## src/rtl/scl_pkg.sv

```systemverilog
`timescale 1ns / 1ps

package scl_pkg;

  localparam int MAX_ARGS = 10;
  localparam int Q_DEPTH  = 4;
  localparam int Q_AW     = $clog2(Q_DEPTH);
  localparam int Q_CW     = $clog2(Q_DEPTH + 1);

  localparam logic [7:0] CH_TAB      = 8'd9;
  localparam logic [7:0] CH_NEWLINE  = 8'd10;
  localparam logic [7:0] CH_CR       = 8'd13;
  localparam logic [7:0] CH_SPACE    = 8'd32;
  localparam logic [7:0] CH_PLUS     = 8'd43;
  localparam logic [7:0] CH_MINUS    = 8'd45;
  localparam logic [7:0] CH_ZERO     = 8'd48;
  localparam logic [7:0] CH_NINE     = 8'd57;
  localparam logic [7:0] CH_QUESTION = 8'd63;

  localparam logic [1:0] KIND_CODE = 2'd0;
  localparam logic [1:0] KIND_ARG  = 2'd1;
  localparam logic [1:0] KIND_EOL  = 2'd2;

  localparam logic [2:0] OP_CODE  = 3'd0;
  localparam logic [2:0] OP_SIGN  = 3'd1;
  localparam logic [2:0] OP_DIGIT = 3'd2;
  localparam logic [2:0] OP_CLOSE = 3'd3;
  localparam logic [2:0] OP_END   = 3'd4;

  typedef struct packed {
    logic [2:0] op;
    logic [7:0] data;
    logic       close;
    logic       req;
  } cmd_t;

  typedef struct packed {
    logic [1:0]         kind;
    logic [7:0]         code_char;
    logic signed [15:0] arg_value;
    logic [3:0]         arg_position;
    logic               is_request;
    logic [4:0]         arg_count;
    logic               args_overflowed;
    logic               last;
  } res_t;

endpackage

```

## src/rtl/scl_if.sv

```systemverilog
`timescale 1ns / 1ps

interface scl_byte_if;
  logic       valid;
  logic       ready;
  logic [7:0] rx_byte;

  modport source (output valid, output rx_byte, input ready);
  modport sink (input valid, input rx_byte, output ready);
endinterface

interface scl_result_if;
  logic               valid;
  logic               ready;
  logic [1:0]         kind;
  logic [7:0]         code_char;
  logic signed [15:0] arg_value;
  logic [3:0]         arg_position;
  logic               is_request;
  logic [4:0]         arg_count;
  logic               args_overflowed;
  logic               last;

  modport source (output valid, output kind, output code_char, output arg_value,
                  output arg_position, output is_request, output arg_count,
                  output args_overflowed, output last, input ready);
  modport sink (input valid, input kind, input code_char, input arg_value,
                input arg_position, input is_request, input arg_count,
                input args_overflowed, input last, output ready);
endinterface

```

## src/rtl/scl_front.sv

```systemverilog
`timescale 1ns / 1ps

module scl_front (
  input  logic          clk,
  input  logic          rst_n,
  scl_byte_if.sink      in_ch,
  input  logic          q_full,
  output logic          q_push,
  output scl_pkg::cmd_t q_data
);
  import scl_pkg::*;

  logic line_empty_r, line_empty_nxt;
  logic request_r, request_nxt;
  logic in_args_r, in_args_nxt;
  logic tok_nonempty_r, tok_nonempty_nxt;
  logic tok_stopped_r, tok_stopped_nxt;
  logic accept;
  logic [7:0] c;
  logic is_ws;
  logic is_digit;
  logic is_sign;

  assign in_ch.ready = !q_full;
  assign accept      = in_ch.valid && !q_full;
  assign c           = in_ch.rx_byte;
  assign is_ws       = (c inside {[CH_TAB:CH_CR], CH_SPACE});
  assign is_digit    = (c inside {[CH_ZERO:CH_NINE]});
  assign is_sign     = (c == CH_PLUS) || (c == CH_MINUS);

  always_comb begin
    line_empty_nxt   = line_empty_r;
    request_nxt      = request_r;
    in_args_nxt      = in_args_r;
    tok_nonempty_nxt = tok_nonempty_r;
    tok_stopped_nxt  = tok_stopped_r;
    q_push           = 1'b0;
    q_data           = '0;
    if (accept) begin
      if (c == CH_NEWLINE) begin
        if (!line_empty_r) begin
          q_push           = 1'b1;
          q_data.op        = OP_END;
          q_data.close     = in_args_r && tok_nonempty_r;
          q_data.req       = request_r;
          line_empty_nxt   = 1'b1;
          request_nxt      = 1'b0;
          in_args_nxt      = 1'b0;
          tok_nonempty_nxt = 1'b0;
          tok_stopped_nxt  = 1'b0;
        end
      end else if (line_empty_r && c == CH_QUESTION) begin
        line_empty_nxt = 1'b0;
        request_nxt    = 1'b1;
      end else begin
        line_empty_nxt = 1'b0;
        if (is_ws) begin
          if (!in_args_r) begin
            in_args_nxt = 1'b1;
          end else begin
            q_push           = 1'b1;
            q_data.op        = OP_CLOSE;
            tok_nonempty_nxt = 1'b0;
            tok_stopped_nxt  = 1'b0;
          end
        end else if (in_args_r) begin
          if (!tok_nonempty_r && is_sign) begin
            q_push      = 1'b1;
            q_data.op   = OP_SIGN;
            q_data.data = {7'd0, c == CH_MINUS};
          end else if (!tok_stopped_r && is_digit) begin
            q_push      = 1'b1;
            q_data.op   = OP_DIGIT;
            q_data.data = c - CH_ZERO;
          end else begin
            tok_stopped_nxt = 1'b1;
          end
          tok_nonempty_nxt = 1'b1;
        end else begin
          q_push      = 1'b1;
          q_data.op   = OP_CODE;
          q_data.data = c;
        end
      end
    end
  end

  always_ff @(posedge clk) begin
    if (!rst_n) begin
      line_empty_r   <= 1'b1;
      request_r      <= 1'b0;
      in_args_r      <= 1'b0;
      tok_nonempty_r <= 1'b0;
      tok_stopped_r  <= 1'b0;
    end else begin
      line_empty_r   <= line_empty_nxt;
      request_r      <= request_nxt;
      in_args_r      <= in_args_nxt;
      tok_nonempty_r <= tok_nonempty_nxt;
      tok_stopped_r  <= tok_stopped_nxt;
    end
  end

endmodule

```

## src/rtl/scl_queue.sv

```systemverilog
`timescale 1ns / 1ps

module scl_queue (
  input  logic          clk,
  input  logic          rst_n,
  input  logic          push,
  input  scl_pkg::cmd_t push_data,
  output logic          full,
  input  logic          pop,
  output logic          empty,
  output scl_pkg::cmd_t head
);
  import scl_pkg::*;

  cmd_t            q_mem [Q_DEPTH];
  logic [Q_AW-1:0] wr_ptr_r;
  logic [Q_AW-1:0] rd_ptr_r;
  logic [Q_CW-1:0] cnt_r;

  assign full  = (cnt_r == Q_CW'(Q_DEPTH));
  assign empty = (cnt_r == '0);
  assign head  = q_mem[rd_ptr_r];

  always_ff @(posedge clk) begin
    if (push) begin
      q_mem[wr_ptr_r] <= push_data;
    end
  end

  always_ff @(posedge clk) begin
    if (!rst_n) begin
      wr_ptr_r <= '0;
      rd_ptr_r <= '0;
      cnt_r    <= '0;
    end else begin
      if (push) begin
        wr_ptr_r <= wr_ptr_r + Q_AW'(1);
      end
      if (pop) begin
        rd_ptr_r <= rd_ptr_r + Q_AW'(1);
      end
      if (push && !pop) begin
        cnt_r <= cnt_r + Q_CW'(1);
      end else if (pop && !push) begin
        cnt_r <= cnt_r - Q_CW'(1);
      end
    end
  end

endmodule

```

## src/rtl/scl_back.sv

```systemverilog
`timescale 1ns / 1ps

module scl_back (
  input  logic          clk,
  input  logic          rst_n,
  input  logic          q_empty,
  input  scl_pkg::cmd_t head,
  output logic          q_pop,
  scl_result_if.source  out_ch
);
  import scl_pkg::*;

  logic [15:0] accum_r, accum_nxt;
  logic        neg_r, neg_nxt;
  logic [4:0]  cnt_r, cnt_nxt;
  logic        ovf_r, ovf_nxt;
  logic        phase_r, phase_nxt;
  logic        out_valid_r, out_valid_nxt;
  res_t        res_r, res_nxt;
  logic        room;
  logic        produces;
  logic        can_load;
  logic        go;
  logic [15:0] tok_value;

  assign room      = (cnt_r < 5'(MAX_ARGS));
  assign can_load  = !out_valid_r || out_ch.ready;
  assign produces  = (head.op == OP_CODE) || (head.op == OP_END)
                     || (head.op == OP_CLOSE && room);
  assign go        = !q_empty && (can_load || !produces);
  assign tok_value = neg_r ? 16'(16'd0 - accum_r) : accum_r;

  always_comb begin
    accum_nxt     = accum_r;
    neg_nxt       = neg_r;
    cnt_nxt       = cnt_r;
    ovf_nxt       = ovf_r;
    phase_nxt     = phase_r;
    out_valid_nxt = out_valid_r && !out_ch.ready;
    res_nxt       = res_r;
    q_pop         = 1'b0;
    if (go) begin
      q_pop   = 1'b1;
      if (produces) begin
        res_nxt = '0;
      end
      case (head.op)
        OP_CODE: begin
          out_valid_nxt     = 1'b1;
          res_nxt.kind      = KIND_CODE;
          res_nxt.code_char = head.data;
          res_nxt.last      = 1'b1;
        end
        OP_SIGN: begin
          neg_nxt = head.data[0];
        end
        OP_DIGIT: begin
          accum_nxt = (accum_r << 3) + (accum_r << 1) + {12'd0, head.data[3:0]};
        end
        OP_CLOSE: begin
          if (room) begin
            out_valid_nxt        = 1'b1;
            res_nxt.kind         = KIND_ARG;
            res_nxt.arg_value    = $signed(tok_value);
            res_nxt.arg_position = cnt_r[3:0];
            res_nxt.last         = 1'b1;
            cnt_nxt              = cnt_r + 5'd1;
          end else begin
            ovf_nxt = 1'b1;
          end
          accum_nxt = '0;
          neg_nxt   = 1'b0;
        end
        OP_END: begin
          if (head.close && !phase_r && room) begin
            q_pop                = 1'b0;
            phase_nxt            = 1'b1;
            out_valid_nxt        = 1'b1;
            res_nxt.kind         = KIND_ARG;
            res_nxt.arg_value    = $signed(tok_value);
            res_nxt.arg_position = cnt_r[3:0];
            cnt_nxt              = cnt_r + 5'd1;
            accum_nxt            = '0;
            neg_nxt              = 1'b0;
          end else begin
            out_valid_nxt           = 1'b1;
            res_nxt.kind            = KIND_EOL;
            res_nxt.is_request      = head.req;
            res_nxt.arg_count       = cnt_r;
            res_nxt.args_overflowed = ovf_r || (head.close && !phase_r);
            res_nxt.last            = 1'b1;
            cnt_nxt                 = '0;
            ovf_nxt                 = 1'b0;
            accum_nxt               = '0;
            neg_nxt                 = 1'b0;
            phase_nxt               = 1'b0;
          end
        end
        default: begin
          res_nxt = res_r;
        end
      endcase
    end
  end

  always_ff @(posedge clk) begin
    if (!rst_n) begin
      accum_r     <= '0;
      neg_r       <= 1'b0;
      cnt_r       <= '0;
      ovf_r       <= 1'b0;
      phase_r     <= 1'b0;
      out_valid_r <= 1'b0;
    end else begin
      accum_r     <= accum_nxt;
      neg_r       <= neg_nxt;
      cnt_r       <= cnt_nxt;
      ovf_r       <= ovf_nxt;
      phase_r     <= phase_nxt;
      out_valid_r <= out_valid_nxt;
    end
  end

  always_ff @(posedge clk) begin
    res_r <= res_nxt;
  end

  assign out_ch.valid           = out_valid_r;
  assign out_ch.kind            = res_r.kind;
  assign out_ch.code_char       = res_r.code_char;
  assign out_ch.arg_value       = res_r.arg_value;
  assign out_ch.arg_position    = res_r.arg_position;
  assign out_ch.is_request      = res_r.is_request;
  assign out_ch.arg_count       = res_r.arg_count;
  assign out_ch.args_overflowed = res_r.args_overflowed;
  assign out_ch.last            = res_r.last;

endmodule

```

## src/rtl/serial_command_line_parser.sv

```systemverilog
`timescale 1ns / 1ps
// Channel   Direction  Payload
// in_ch     sink       rx_byte
// out_ch    source     kind, code_char, arg_value, arg_position, is_request,
//                      arg_count, args_overflowed, last
//
// One byte accepted per cycle while the four-entry command queue has room.
// Each queued command is handled in turn by the back end; a line feed that closes
// a pending argument while fewer than MAX_ARGS are stored yields an argument
// result, then an end-of-line result.
// Results leave from a single output register; a stall there backs up the queue.
// rst_n is synchronous, active low, and returns the parser to line start.

module serial_command_line_parser (
  input  logic         clk,
  input  logic         rst_n,
  scl_byte_if.sink     in_ch,
  scl_result_if.source out_ch
);
  import scl_pkg::*;

  logic q_push;
  cmd_t q_wdata;
  logic q_full;
  logic q_pop;
  logic q_empty;
  cmd_t q_head;

  scl_front u_front (
    .clk    (clk),
    .rst_n  (rst_n),
    .in_ch  (in_ch),
    .q_full (q_full),
    .q_push (q_push),
    .q_data (q_wdata)
  );

  scl_queue u_queue (
    .clk       (clk),
    .rst_n     (rst_n),
    .push      (q_push),
    .push_data (q_wdata),
    .full      (q_full),
    .pop       (q_pop),
    .empty     (q_empty),
    .head      (q_head)
  );

  scl_back u_back (
    .clk     (clk),
    .rst_n   (rst_n),
    .q_empty (q_empty),
    .head    (q_head),
    .q_pop   (q_pop),
    .out_ch  (out_ch)
  );

endmodule
```

## src/flat_wrapper.sv

```systemverilog
// flat-port wrapper written by rule: the top's interface ports become plain ports
module serial_command_line_parser_flat import scl_pkg::*;
  (clk, rst_n, in_ch_valid, in_ch_rx_byte, in_ch_ready, out_ch_valid, out_ch_kind, out_ch_code_char, out_ch_arg_value, out_ch_arg_position, out_ch_is_request, out_ch_arg_count, out_ch_args_overflowed, out_ch_last, out_ch_ready);
  scl_byte_if in_ch_i ();
  scl_result_if out_ch_i ();
  input  logic clk;
  input  logic rst_n;
  input wire logic [$bits(in_ch_i.valid)-1:0] in_ch_valid;
  input wire logic [$bits(in_ch_i.rx_byte)-1:0] in_ch_rx_byte;
  output wire logic [$bits(in_ch_i.ready)-1:0] in_ch_ready;
  output wire logic [$bits(out_ch_i.valid)-1:0] out_ch_valid;
  output wire logic [$bits(out_ch_i.kind)-1:0] out_ch_kind;
  output wire logic [$bits(out_ch_i.code_char)-1:0] out_ch_code_char;
  output wire logic [$bits(out_ch_i.arg_value)-1:0] out_ch_arg_value;
  output wire logic [$bits(out_ch_i.arg_position)-1:0] out_ch_arg_position;
  output wire logic [$bits(out_ch_i.is_request)-1:0] out_ch_is_request;
  output wire logic [$bits(out_ch_i.arg_count)-1:0] out_ch_arg_count;
  output wire logic [$bits(out_ch_i.args_overflowed)-1:0] out_ch_args_overflowed;
  output wire logic [$bits(out_ch_i.last)-1:0] out_ch_last;
  input wire logic [$bits(out_ch_i.ready)-1:0] out_ch_ready;
  assign in_ch_i.valid = in_ch_valid;
  assign in_ch_i.rx_byte = in_ch_rx_byte;
  assign in_ch_ready = in_ch_i.ready;
  assign out_ch_valid = out_ch_i.valid;
  assign out_ch_kind = out_ch_i.kind;
  assign out_ch_code_char = out_ch_i.code_char;
  assign out_ch_arg_value = out_ch_i.arg_value;
  assign out_ch_arg_position = out_ch_i.arg_position;
  assign out_ch_is_request = out_ch_i.is_request;
  assign out_ch_arg_count = out_ch_i.arg_count;
  assign out_ch_args_overflowed = out_ch_i.args_overflowed;
  assign out_ch_last = out_ch_i.last;
  assign out_ch_i.ready = out_ch_ready;
  serial_command_line_parser u_core (.clk(clk), .rst_n(rst_n), .in_ch(in_ch_i), .out_ch(out_ch_i));
endmodule
```

## config.mk

```make
export PLATFORM = sky130hd
export DESIGN_NAME = serial_command_line_parser_flat
export DESIGN_NICKNAME = d
export VERILOG_FILES = /design/src/rtl/scl_pkg.sv /design/src/rtl/scl_if.sv /design/src/rtl/scl_front.sv /design/src/rtl/scl_queue.sv /design/src/rtl/scl_back.sv /design/src/rtl/serial_command_line_parser.sv /design/src/flat_wrapper.sv
export SDC_FILE = /design/constraint.sdc
export NUM_CORES = 1
export LEC_CHECK = 0
export BUFFER_PORTS_ARGS = -buffer_cell sky130_fd_sc_hd__buf_2
export CORE_MARGIN = 2
export CORE_UTILIZATION = 30
export CTS_CLUSTER_SIZE = 10
export DETAILED_ROUTE_END_ITERATION = 10
export PLACE_DENSITY = 0.53
export SLEW_MARGIN = 20
export SYNTH_ARGS = -nofsm -noshare
export SYNTH_HDL_FRONTEND = slang
export SYNTH_SLANG_ARGS = --single-unit
```

## constraint.sdc

```tcl
create_clock -name clk -period 3.7 [get_ports clk]
set_clock_uncertainty 0.1 [all_clocks]
set_input_delay 0.555 -clock clk [delete_from_list [all_inputs] [get_ports clk]]
set_output_delay 0.555 -clock clk [all_outputs]
set_load 0.1 [all_outputs]
```

# Word-level counts from Yosys, hierarchy flattened
# Memory sizes are Yosys's and may differ from the RTL's. A register that Yosys moved wholly into a read port is not among the register bits.
# Cells that the tools add are included.
[op_classes]
reduce_logical = 63
bitwise_logic = 0
n_mux = 74
n_addsub = 9
n_mul = 0
div_mod_pow = 0
eq_ne = 18
n_lt_le_gt_ge = 5
shifts = 0
[op_table]
columns = ["cell", "count"]
rows = [
  ["20-bit case mux with 3 select lines", 1],
  ["20-bit 2-to-1 mux", 2],
  ["1-bit 2-to-1 mux", 38],
  ["38-bit 2-to-1 mux", 1],
  ["8-bit by 6-bit equality test with 1-bit output (second input constant)", 4],
  ["16-bit case mux with 2 select lines", 1],
  ["10-bit 2-to-1 mux", 3],
  ["8-bit 2-to-1 mux", 3],
  ["2-bit nonzero test", 10],
  ["16-bit adder", 1],
  ["16-bit by 4-bit adder with 16-bit output", 1],
  ["16-bit 2-to-1 mux", 1],
  ["2-bit 2-to-1 mux", 8],
  ["8-bit case mux with 2 select lines", 1],
  ["1-bit by 16-bit subtractor with 16-bit output (first input constant)", 1],
  ["1-bit logical AND", 14],
  ["7-bit case mux with 2 select lines", 1],
  ["13-bit 2-to-1 mux", 1],
  ["3-bit 2-to-1 mux", 4],
  ["2-bit AND reduction", 6],
  ["4-bit AND reduction", 3],
  ["11-bit 2-to-1 mux", 1],
  ["1-bit logical NOT", 10],
  ["5-bit 2-to-1 mux", 2],
  ["30 further kinds", 51],
]
[totals]
wordCells = 192
regBits = 75
output_inout_bits = 40
mem_bits_ro = 0
latchBits = 0
inputBits = 12
ramBits = 52
memories = 1
[memory_table]
columns = ["name", "words", "width", "rd", "rd_clocked_by_memory_dff", "write_ports", "line", "rtl"]
rows = [
  ["u_core.u_queue.q_mem", 4, 13, 1, 1, 1, "scl_queue.sv:15", "cmd_t q_mem [Q_DEPTH];"],
]

# Longest topological paths before layout
# Gate-level depths: netlist of run 1.
[logic_depth]
depth_word = 14
ltp_mapped = 13
ltp_nobuf = 13

# Modules after synthesis
# Synthesis of run 1 repeated with hierarchy kept, for this count alone.
[unflattened]
hier_cells = 582
area_unflattened_um2 = 6911.6
[modules_own_cells]
columns = ["mod", "seq_area_each_um2", "area_per_inst_um2", "cells_per_inst", "instances"]
rows = [
  ["scl_back", 1641.6, 3871.2, 384, 1],
  ["scl_queue", 1741.7, 2327.2, 110, 1],
  ["scl_front", 100.1, 713.2, 88, 1],
]

# Worst setup path before layout of run 1
# OpenSTA, ideal clock, no wires.
[synth_path]
path_kind = "reg-to-reg"
start = "register with a tool-made name"
end = "register u_core.u_back.res_r (netlist bit u_core.u_back.out_ch.code_char[0]), enable pin"
slack_ps = 96
stages_incl_launch_ff = 7
setup_time_ps = 373
t_arrival_ps = 3131
cell_sequence = "dfxtp_1 > mux4_2 > nand2b_1 > o21a_1 > o21ai_1 > a21oi_1 > nor2b_1"
[synth_lines]
columns = ["item", "line", "rtl"]
rows = [
  ["to (signal assigned)", "scl_back.sv:125", "res_r <= res_nxt;"],
  ["to (decl)", "scl_back.sv:19", "res_t res_r, res_nxt;"],
]

==> results of run 1 <==
==> layout make-up <==
class | instances | share of cell area
clock buffer | 17 | 0.0546
clock inverter | 15 | 0.0201
inverter | 26 | 0.0125
multi-input combinational | 402 | 0.368
sequential | 129 | 0.447
tap | 275 | 0.0442
timing repair buffer | 72 | 0.0530
==> kinds of logic (layout without fill, tap and decap cells) <==
| logic type | count (synthesis) | in the layout | share of synthesized area |
|---|---|---|---|
| buffers and inverters | 45 | 130 | 0.0276 |
| xor gates and xnor gates | 35 | 35 | 0.0470 |
| DFF | 129 | 129 | 0.534 |
| muxes | 17 | 17 | 0.0512 |
| AOI/OAI and AO/OA | 131 | 131 | 0.128 |
| and+or+nand+nor | 180 | 180 | 0.134 |
| adders and majority gates | 39 | 39 | 0.0783 |
==> metrics by stage <==
stage          hold slack, ns  setup slack [ns]  utilization  instances
2_1_floorplan           0.353            0.0959            -        576
6_report                0.381             0.249        0.368        936
3_5_place_dp            0.375             0.223        0.340        904
4_1_cts                 0.383             0.190        0.368        936
3_3_place_gp            0.369             0.255        0.340        904
5_1_grt                 0.393           0.00611        0.368        936
==> Yosys cell counts, types with 4 or more instances <==
master and n:
a21oi_1 31, xnor2_1 18, edfxtp_1 90, a21o_1 4
inv_1 26, nand2_1 46, nand4_1 4, or3_1 7
mux4_2 13, a211oi_1 7, ha_1 36, xor2_1 17
o31ai_1 6, clkbuf_1 14, a22o_1 9, nor2b_1 16
o21ai_0 42, nor3_1 17, dfxtp_1 39, nor2_1 49
a31oi_1 4, nand3_1 12, and2_1 11
==> routing by layer <==
metal  routed length (µm)  share of wire
met4                  172          0.012
met2                 6750           0.47
met5                    0              0
met3                  515          0.036
met1                 6810           0.48
==> flip-flops by register name, summed over array words and instances, names as in the netlist, 2 cells and up, named ones only <==
register                           count
u_core.u_queue.q_mem                  52
u_core.u_back.out_ch.arg_value        16
u_core.u_back.cnt_r                    5
u_core.u_back.out_ch.arg_count         5
u_core.u_back.out_ch.arg_position      4
u_core.u_back.out_ch.kind              2
u_core.u_back.out_ch.code_char         8
u_core.u_queue.cnt_r                   3
u_core.u_queue.wr_ptr_r                2
u_core.u_queue.rd_ptr_r                2
u_core.u_back.accum_r                 16
==> timing repair <==
action / 4_1_cts / 5_1_grt
resized for setup: 0 / 1
hold buffers: 0 / 0
setup endpoints to repair: 0 / 1
endpoints found under the hold margin: 0 / 0
==> worst paths after layout <==
path	start	end	cells past startpoint
max	register	u_core.u_queue.cnt_r[2]$_SDFFE_PN0P_	12
min	u_core.u_back.cnt_r[4]$_SDFFE_PN0P_	u_core.u_back.cnt_r[4]$_SDFFE_PN0P_	1
max reg2reg	register	u_core.u_queue.cnt_r[2]$_SDFFE_PN0P_	12
min reg2reg	u_core.u_back.cnt_r[4]$_SDFFE_PN0P_	u_core.u_back.cnt_r[4]$_SDFFE_PN0P_	1
==> impl_metrics.tcl, run 1 <==
set metrics [dict create \
    cts_buffer_depth 2 \
    antenna_left 0 \
    clk_latency_ns 0.42 \
    grt_start_max_net_pins 32 \
    hold_violations 0 \
    relSlewSlack 0.525 \
    postSynthAreaPerCell_um2 11.3 \
    yosysSeqAreaShare 0.534 \
    root_buffer "clkbuf_16" \
    multi_input_area_um2 2870 \
    grt_first_pass_wirelength_um 23300 \
    ys_seq_elements 129 \
    synth_edf_count 90 \
    std_cell_rows 53 \
    seqCellArea_um2 3480 \
    crit_top_cell "inv_1" \
    slew_violations 0 \
    mostFrequentLayoutCell "edfxtp_1" \
    area_growth_pct 19.4 \
    reg2reg_slack_ns 0.25 \
    hpwl_um 10500 \
    die_h_um 151 \
    met3_usage 0.0347 \
    cp_top_family "simple AND/OR/NAND/NOR gates" \
    hold_class "reg -> reg" \
    crit_path_max_fanout 7 \
    route.vias.total 4538 \
    layout-drive-gt1-share 0.198 \
    final_cell_mix "edfxtp_1 (90), buf_2 (51), nor2_1 (49)" \
    ys_types 55 \
    cpMaxStageDelayCell "mux4_2" \
    clock.fmax_mhz 290 \
    cp-start-kind "register" \
    design_area_um2 7790 \
    wirelength_um 14200 \
    overflow 0 \
    tns_ns 0 \
    syn-cell-area_um2 6520 \
    nFillCells 2072 \
    coreArea_um2 21200 \
    synth_top_flop_cell "edfxtp_1" \
    drc 0 \
    met2_usage 0.211 \
    htree_levels 4 \
    synthArstFlopShare 0 \
    cts_inserted_buffers 17 \
    crit_chain "buf_4 -> mux4_2 -> or2_2 -> o21a_1 -> o221a_2 -> inv_1 -> ha_1 -> inv_1 -> fa_1 -> xor2_1 -> or3_1 -> a21oi_1" \
    antenna_found_initial 0 \
    clk_pin_slew_ns 0.06 \
    cp_data_arrival_time_ns 3.68 \
    grt_usage 0.133 \
    clock_sinks 129 \
    fin_crit_sh 0.933 \
    dpl-instance-area_um2 7200 \
    syn_inst 576 \
    dr.pass1.iters 4 \
    tightest_slew_ns 0.711 \
    nNetsFinal 699 \
    yosys-top-cells-area "edfxtp_1 (41%), dfxtp_1 (12%), ha_1 (6.9%)" \
    gr-max-usage-layer "met2" \
    diodes 0 \
    die_w_um 151 \
    run_status "completed" \
    die_area_um2 22900 \
    yosysTopAreaCell "edfxtp_1" \
    start_util 0.308 \
    cp.buffers_inverters 3 \
    rsz0062_at_grt "false" \
    setup_viol 0 \
    critPathKind "reg -> reg" \
    critPathCaptureType "register" \
    use_met1 0.175 \
    cap_violations 0 \
    period_minus_slack_ns 3.45 \
    routedWlPerCell_um 15.2 \
    slowest_delay_ns 0.57 \
    yosysTopAreaCellShare 0.414 \
    gp_congestion 0.844 \
    postCtsSetupBuffers 0 \
    cp.required_ns 3.93 \
    cts_tree "built" \
    drtIter0Drc 231 \
    io_buffer_count 51 \
    ys_warn_count 0 \
    vias_per_cell 4.85 \
    io_pins 52 \
    grt_pass1_vias 4508 \
    syn_nets 627 \
]
Power of run 1 is left out: the tool's default activity adds up to more than one toggle a clock period on the data nets, which glitch-free logic cannot reach.
==> inputs of run 2 (changes only) <==
- clock period: 3.7 -> 2.95 ns (I/O delays scaled with it)
==> run 2 against run 1 <==
Against the previous run: the flow now finishes with violations (setup timing); cell count up 3.8%; critical path depth down 1; hold slack worse by 0.083 ns; routed wire length grew 4.5%; fmax rose by 6.7%; count of clock-buffer cells in the layout up 1; utilization rose by 2.4 points; first-iteration DRC count up 23%.
==> impl_metrics.tcl, run 2 (synthesis results as in run 1) <==
set metrics [dict create \
    run_status "finished, violations left" \
    violations "setup timing" \
    r2r-end "u_core.u_back.accum_r[14]$_SDFFE_PN0P_" \
    mostFrequentLayoutCell "edfxtp_1" \
    overflow 0 \
    drc 0 \
    layout.cells.non_filler 972 \
    io_buffer_count 51 \
    grt_pass1_vias 4709 \
    cp_top_family "adder cells" \
    rsz0062_at_grt "true" \
    slew_violations 0 \
    htree_levels 4 \
    setup_viol 10 \
    seqCellArea_um2 3490 \
    critPathCaptureType "register" \
    std_cell_rows 53 \
    coreArea_um2 21200 \
    nNetsFinal 735 \
    gp_congestion 0.821 \
    clock.fmax_mhz 309 \
    min_to "u_core.u_front.line_empty_r$_SDFFE_PN1P_" \
    cp.buffers_inverters 1 \
    drtIter0Drc 285 \
    reg2reg_slack_ns -0.28 \
    cp_data_arrival_time_ns 3.44 \
    area_growth_pct 27.1 \
    worstRegToRegCells 11 \
    clk_pin_slew_ns 0.06 \
    grt_first_pass_wirelength_um 23900 \
    hp-start "rst_n" \
    start_util 0.308 \
    crit_path_max_fanout 4 \
    final_cell_mix "edfxtp_1 (90), buf_2 (51), buf_4 (50)" \
    cts_inserted_buffers 17 \
    routedWlPerCell_um 15.3 \
    die_h_um 151 \
    route.vias.total 4779 \
    io_pins 52 \
    dr.pass1.iters 6 \
    diodes 0 \
    grt_start_max_net_pins 33 \
    hpwl_um 10800 \
    layout-drive-gt1-share 0.277 \
    grt_usage 0.135 \
    top_register "u_core.u_queue.q_mem" \
    slowest_delay_ns 0.59 \
    largest_register_ffs 52 \
    timing.final.ws_setup_ns -0.283 \
    placed_cells 938 \
    cp-start-kind "register" \
    antenna_found_initial 0 \
    nFillCells 2055 \
    cts_tree "built" \
    hold_class "in -> reg" \
    die_w_um 151 \
    die_area_um2 22900 \
    tightest_slew_ns 0.661 \
    crit_chain "mux4_2 -> fa_2 -> inv_2 -> fa_2 -> nor2b_4 -> o21ai_2 -> a211oi_2 -> o31ai_2 -> o31ai_2 -> xnor2_1 -> o21ai_1" \
    cpMaxStageDelayCell "fa_2" \
    clk_latency_ns 0.42 \
    cp.required_ns 3.16 \
    cap_violations 0 \
    vias_per_cell 4.92 \
    clock_sinks 129 \
    min_path_cells 2 \
    multi_input_area_um2 3020 \
    root_buffer "clkbuf_16" \
    hold_violations 0 \
    period_minus_slack_ns 3.23 \
    critPathKind "reg -> reg" \
    relSlewSlack 0.559 \
    hold_ws_ns 0.298 \
    cts_buffer_depth 2 \
    wirelength_um 14900 \
    antenna_left 0 \
    fin_crit_sh 1.10 \
]
run 2: changes by cell type in the layout (fill, tap and decap cells not counted), moves of 3 or more:
| cell | change |
|---|---|
| buf_4 | +29 |
| o21ai_0 | -9 |
| o21ai_1 | +5 |
| buf_12 | +4 |
| a21oi_1 | -3 |
| fa_1 | -3 |
| fa_2 | +3 |
run 2: timing repair:
item                       4_1_cts  5_1_grt
pin swaps                        6       15
gates resized for setup         11       19
buffers inserted                 0        2
setup endpoints to repair       15       59
hold buffers                     0        0
gates cloned                     0        0
run 2: per-stage QoR:
stage / instance area [µm²] / util / worst slack, ns / setup TNS [ns]
after CTS: 8190 / 0.387 / -0.299 / -1.63
after floorplan: 6600 / - / -0.260 / -1.11
after global routing: 8290 / 0.392 / -0.373 / -2.98
final: 8290 / 0.392 / -0.283 / -1.66
after global placement: 7550 / 0.357 / -0.226 / -1.30
after detailed placement: 7550 / 0.357 / -0.361 / -1.80
run 2: per-layer routing:
metal  vias to the layer above  track usage  routed length [µm]
met3                        27       0.0323                 631
met5                         -            0                   0
met4                         0       0.0509                 309
li1                       2337            -                   -
met1                      2293        0.171                6880
met2                       122        0.223                7080
run 2: area by class of cell:
type,instances,area share
inverters,26,0.0118
clock inverters,14,0.0186
well taps,275,0.0415
multi-input cells,402,0.364
clock buffers,18,0.0529
flip-flops and latches,129,0.420
repair buffers,108,0.0907
run 2: how the worst max path moves through the flow:
| stage | end | cells past startpoint |
|---|---|---|
| global placement | u_core.u_back.accum_r[14]$_SDFFE_PN0P_ | 11 |
| detailed placement | u_core.u_back.accum_r[14]$_SDFFE_PN0P_ | 11 |
| finish | u_core.u_back.accum_r[14]$_SDFFE_PN0P_ | 11 |
| floorplan | u_core.u_back.accum_r[10]$_SDFFE_PN0P_ | 12 |
| global route | u_core.u_back.accum_r[10]$_SDFFE_PN0P_ | 11 |
| CTS | u_core.u_back.accum_r[14]$_SDFFE_PN0P_ | 11 |
Power of run 2 is left out for the same reason.
==> inputs of run 3 (changes only) <==
- PLACE_DENSITY: 0.53 -> 0.52
- SLEW_MARGIN: 20 -> not set
- clock period: 2.95 -> 3.52 ns (I/O delays scaled with it)
==> run 3 against run 2 <==
Against the previous run: flip-flop and latch count unchanged; die area unchanged; routed wire length decreased by 1.3%; largest cell class unchanged; the flow now finishes without violations.
==> impl_metrics.tcl, run 3 (synthesis results as in run 1) <==
set metrics [dict create \
    run_status "completed" \
    wirelength_um 14700 \
    reg2reg_slack_ns 0.13 \
    std_cell_rows 53 \
    clock_sinks 129 \
    route.vias.total 4643 \
    cp.required_ns 3.77 \
    top_register "u_core.u_queue.q_mem" \
    wl_met3_um 752 \
    critPathCaptureType "register" \
    diodes 0 \
    critPathKind "reg -> reg" \
    coreArea_um2 21200 \
    relSlewSlack 0.415 \
    grt_pass1_vias 4579 \
    tightest_slew_ns 0.876 \
    wl_met1_um 6640 \
    nNetsFinal 704 \
    drtIter0Drc 339 \
    antenna_left 0 \
    cts_tree "built" \
    hold_violations 0 \
    period_minus_slack_ns 3.39 \
    rsz0062_at_grt "false" \
    met2WireLength_um 7020 \
    min_to "u_core.u_back.cnt_r[4]$_SDFFE_PN0P_" \
    top_layer_used "met4" \
    grt_first_pass_wirelength_um 23700 \
    setup_viol 0 \
    die_w_um 151 \
    overflow 0 \
    hp-start "u_core.u_back.cnt_r[4]$_SDFFE_PN0P_" \
    layout-drive-gt1-share 0.212 \
    crit_path_max_fanout 6 \
    r2r-end "u_core.u_queue.cnt_r[2]$_SDFFE_PN0P_" \
    mostFrequentLayoutCell "edfxtp_1" \
    cp-start-kind "register" \
    largest_register_ffs 52 \
    final_cell_mix "edfxtp_1 (90), buf_2 (51), nor2_1 (49)" \
    clk_pin_slew_ns 0.06 \
    drc 0 \
    die_area_um2 22900 \
    io_buffer_count 51 \
    clk_latency_ns 0.42 \
    hpwl_um 10700 \
    slew_violations 0 \
    cpMaxStageDelayCell "mux4_2" \
    start_util 0.308 \
    clock.fmax_mhz 295 \
    hold_class "reg -> reg" \
    area_growth_pct 20.8 \
    antenna_found_initial 0 \
    dr.pass1.iters 5 \
    die_h_um 151 \
    grt_usage 0.135 \
    grt_start_max_net_pins 32 \
    cts_inserted_buffers 17 \
    routedWlPerCell_um 15.6 \
    cap_violations 0 \
    worstRegToRegCells 12 \
    io_pins 52 \
    crit_chain "buf_4 -> mux4_2 -> buf_4 -> or3b_1 -> o221a_2 -> inv_1 -> ha_1 -> inv_1 -> fa_1 -> xor2_1 -> or3_1 -> a21oi_1" \
    cts_buffer_depth 2 \
    gp_congestion 0.868 \
    fin_crit_sh 0.964 \
    root_buffer "clkbuf_16" \
    slowest_delay_ns 0.52 \
    htree_levels 4 \
    hold_ws_ns 0.386 \
    vias_per_cell 4.94 \
    cp_data_arrival_time_ns 3.64 \
    min_path_cells 1 \
]
## run 3: cell types whose count changed in the layout (fill, tap and decap cells not counted), moves of 3 or more
cell | previous run | this run
buf_12 | 4 | 0
a21oi_1 | 27 | 30
clkinv_4 | 4 | 1
buf_4 | 50 | 26
o21ai_1 | 6 | 2
o21ai_0 | 33 | 41
## run 3: final cells by class
type | count | area, µm²
clock buffers | 17 | 425
flip-flops and latches | 129 | 3480
fillers | 2075 | 13300
well taps | 275 | 344
inverters | 26 | 97.6
clock inverters | 14 | 188
multi-input cells | 402 | 2890
repair buffers | 77 | 450
## run 3: repair_timing
item	in CTS	in global routing
gates cloned	0	0
buffers inserted	1	0
resized for setup	1	8
hold endpoints to repair	0	0
hold buffers	0	0
setup endpoints to repair	1	4
pin swaps	0	2
## run 3: how the worst max path moves through the flow
stage | cells after the start | end | start
floorplan | 12 | u_core.u_back.accum_r[10]$_SDFFE_PN0P_ | register
global placement | 11 | u_core.u_back.accum_r[14]$_SDFFE_PN0P_ | register
detailed placement | 12 | u_core.u_queue.cnt_r[2]$_SDFFE_PN0P_ | register
CTS | 13 | u_core.u_queue.cnt_r[2]$_SDFFE_PN0P_ | register
global route | 12 | u_core.u_queue.cnt_r[2]$_SDFFE_PN0P_ | register
finish | 12 | u_core.u_queue.cnt_r[2]$_SDFFE_PN0P_ | register
## run 3: worst max-delay path, delay by kind of cell (launching register included)
kind                     cells  cell delay (ns)
AND/OR/NAND/NOR              2             0.69
adder cells (fa/ha/maj)      2             0.56
XOR/XNOR                     1             0.16
flip-flops                   1             0.36
multiplexers                 1             0.52
buffers and inverters        4             0.48
AO/OA/AOI/OAI                2             0.45
## run 3: per-layer routing
layer	vias up	global-route usage
met5	-	0
met4	0	0.0561
met3	21	0.0278
met2	136	0.224
met1	2196	0.171
li1	2290	-
## run 3: metrics by stage
| stage | instance area [µm²] | cells | setup WS, ns | util | setup TNS [ns] |
|---|---|---|---|---|---|
| final | 7880 | 940 | 0.128 | 0.372 | 0 |
| after global routing | 7880 | 940 | 0.0189 | 0.372 | 0 |
| after CTS | 7850 | 940 | 0.0628 | 0.371 | 0 |
| after detailed placement | 7230 | 908 | -0.00649 | 0.342 | -0.00649 |
| after global placement | 7230 | 908 | 0.128 | 0.342 | 0 |
| after floorplan | 6530 | 576 | 0.0283 | - | 0 |
Power of run 3 is left out for the same reason.
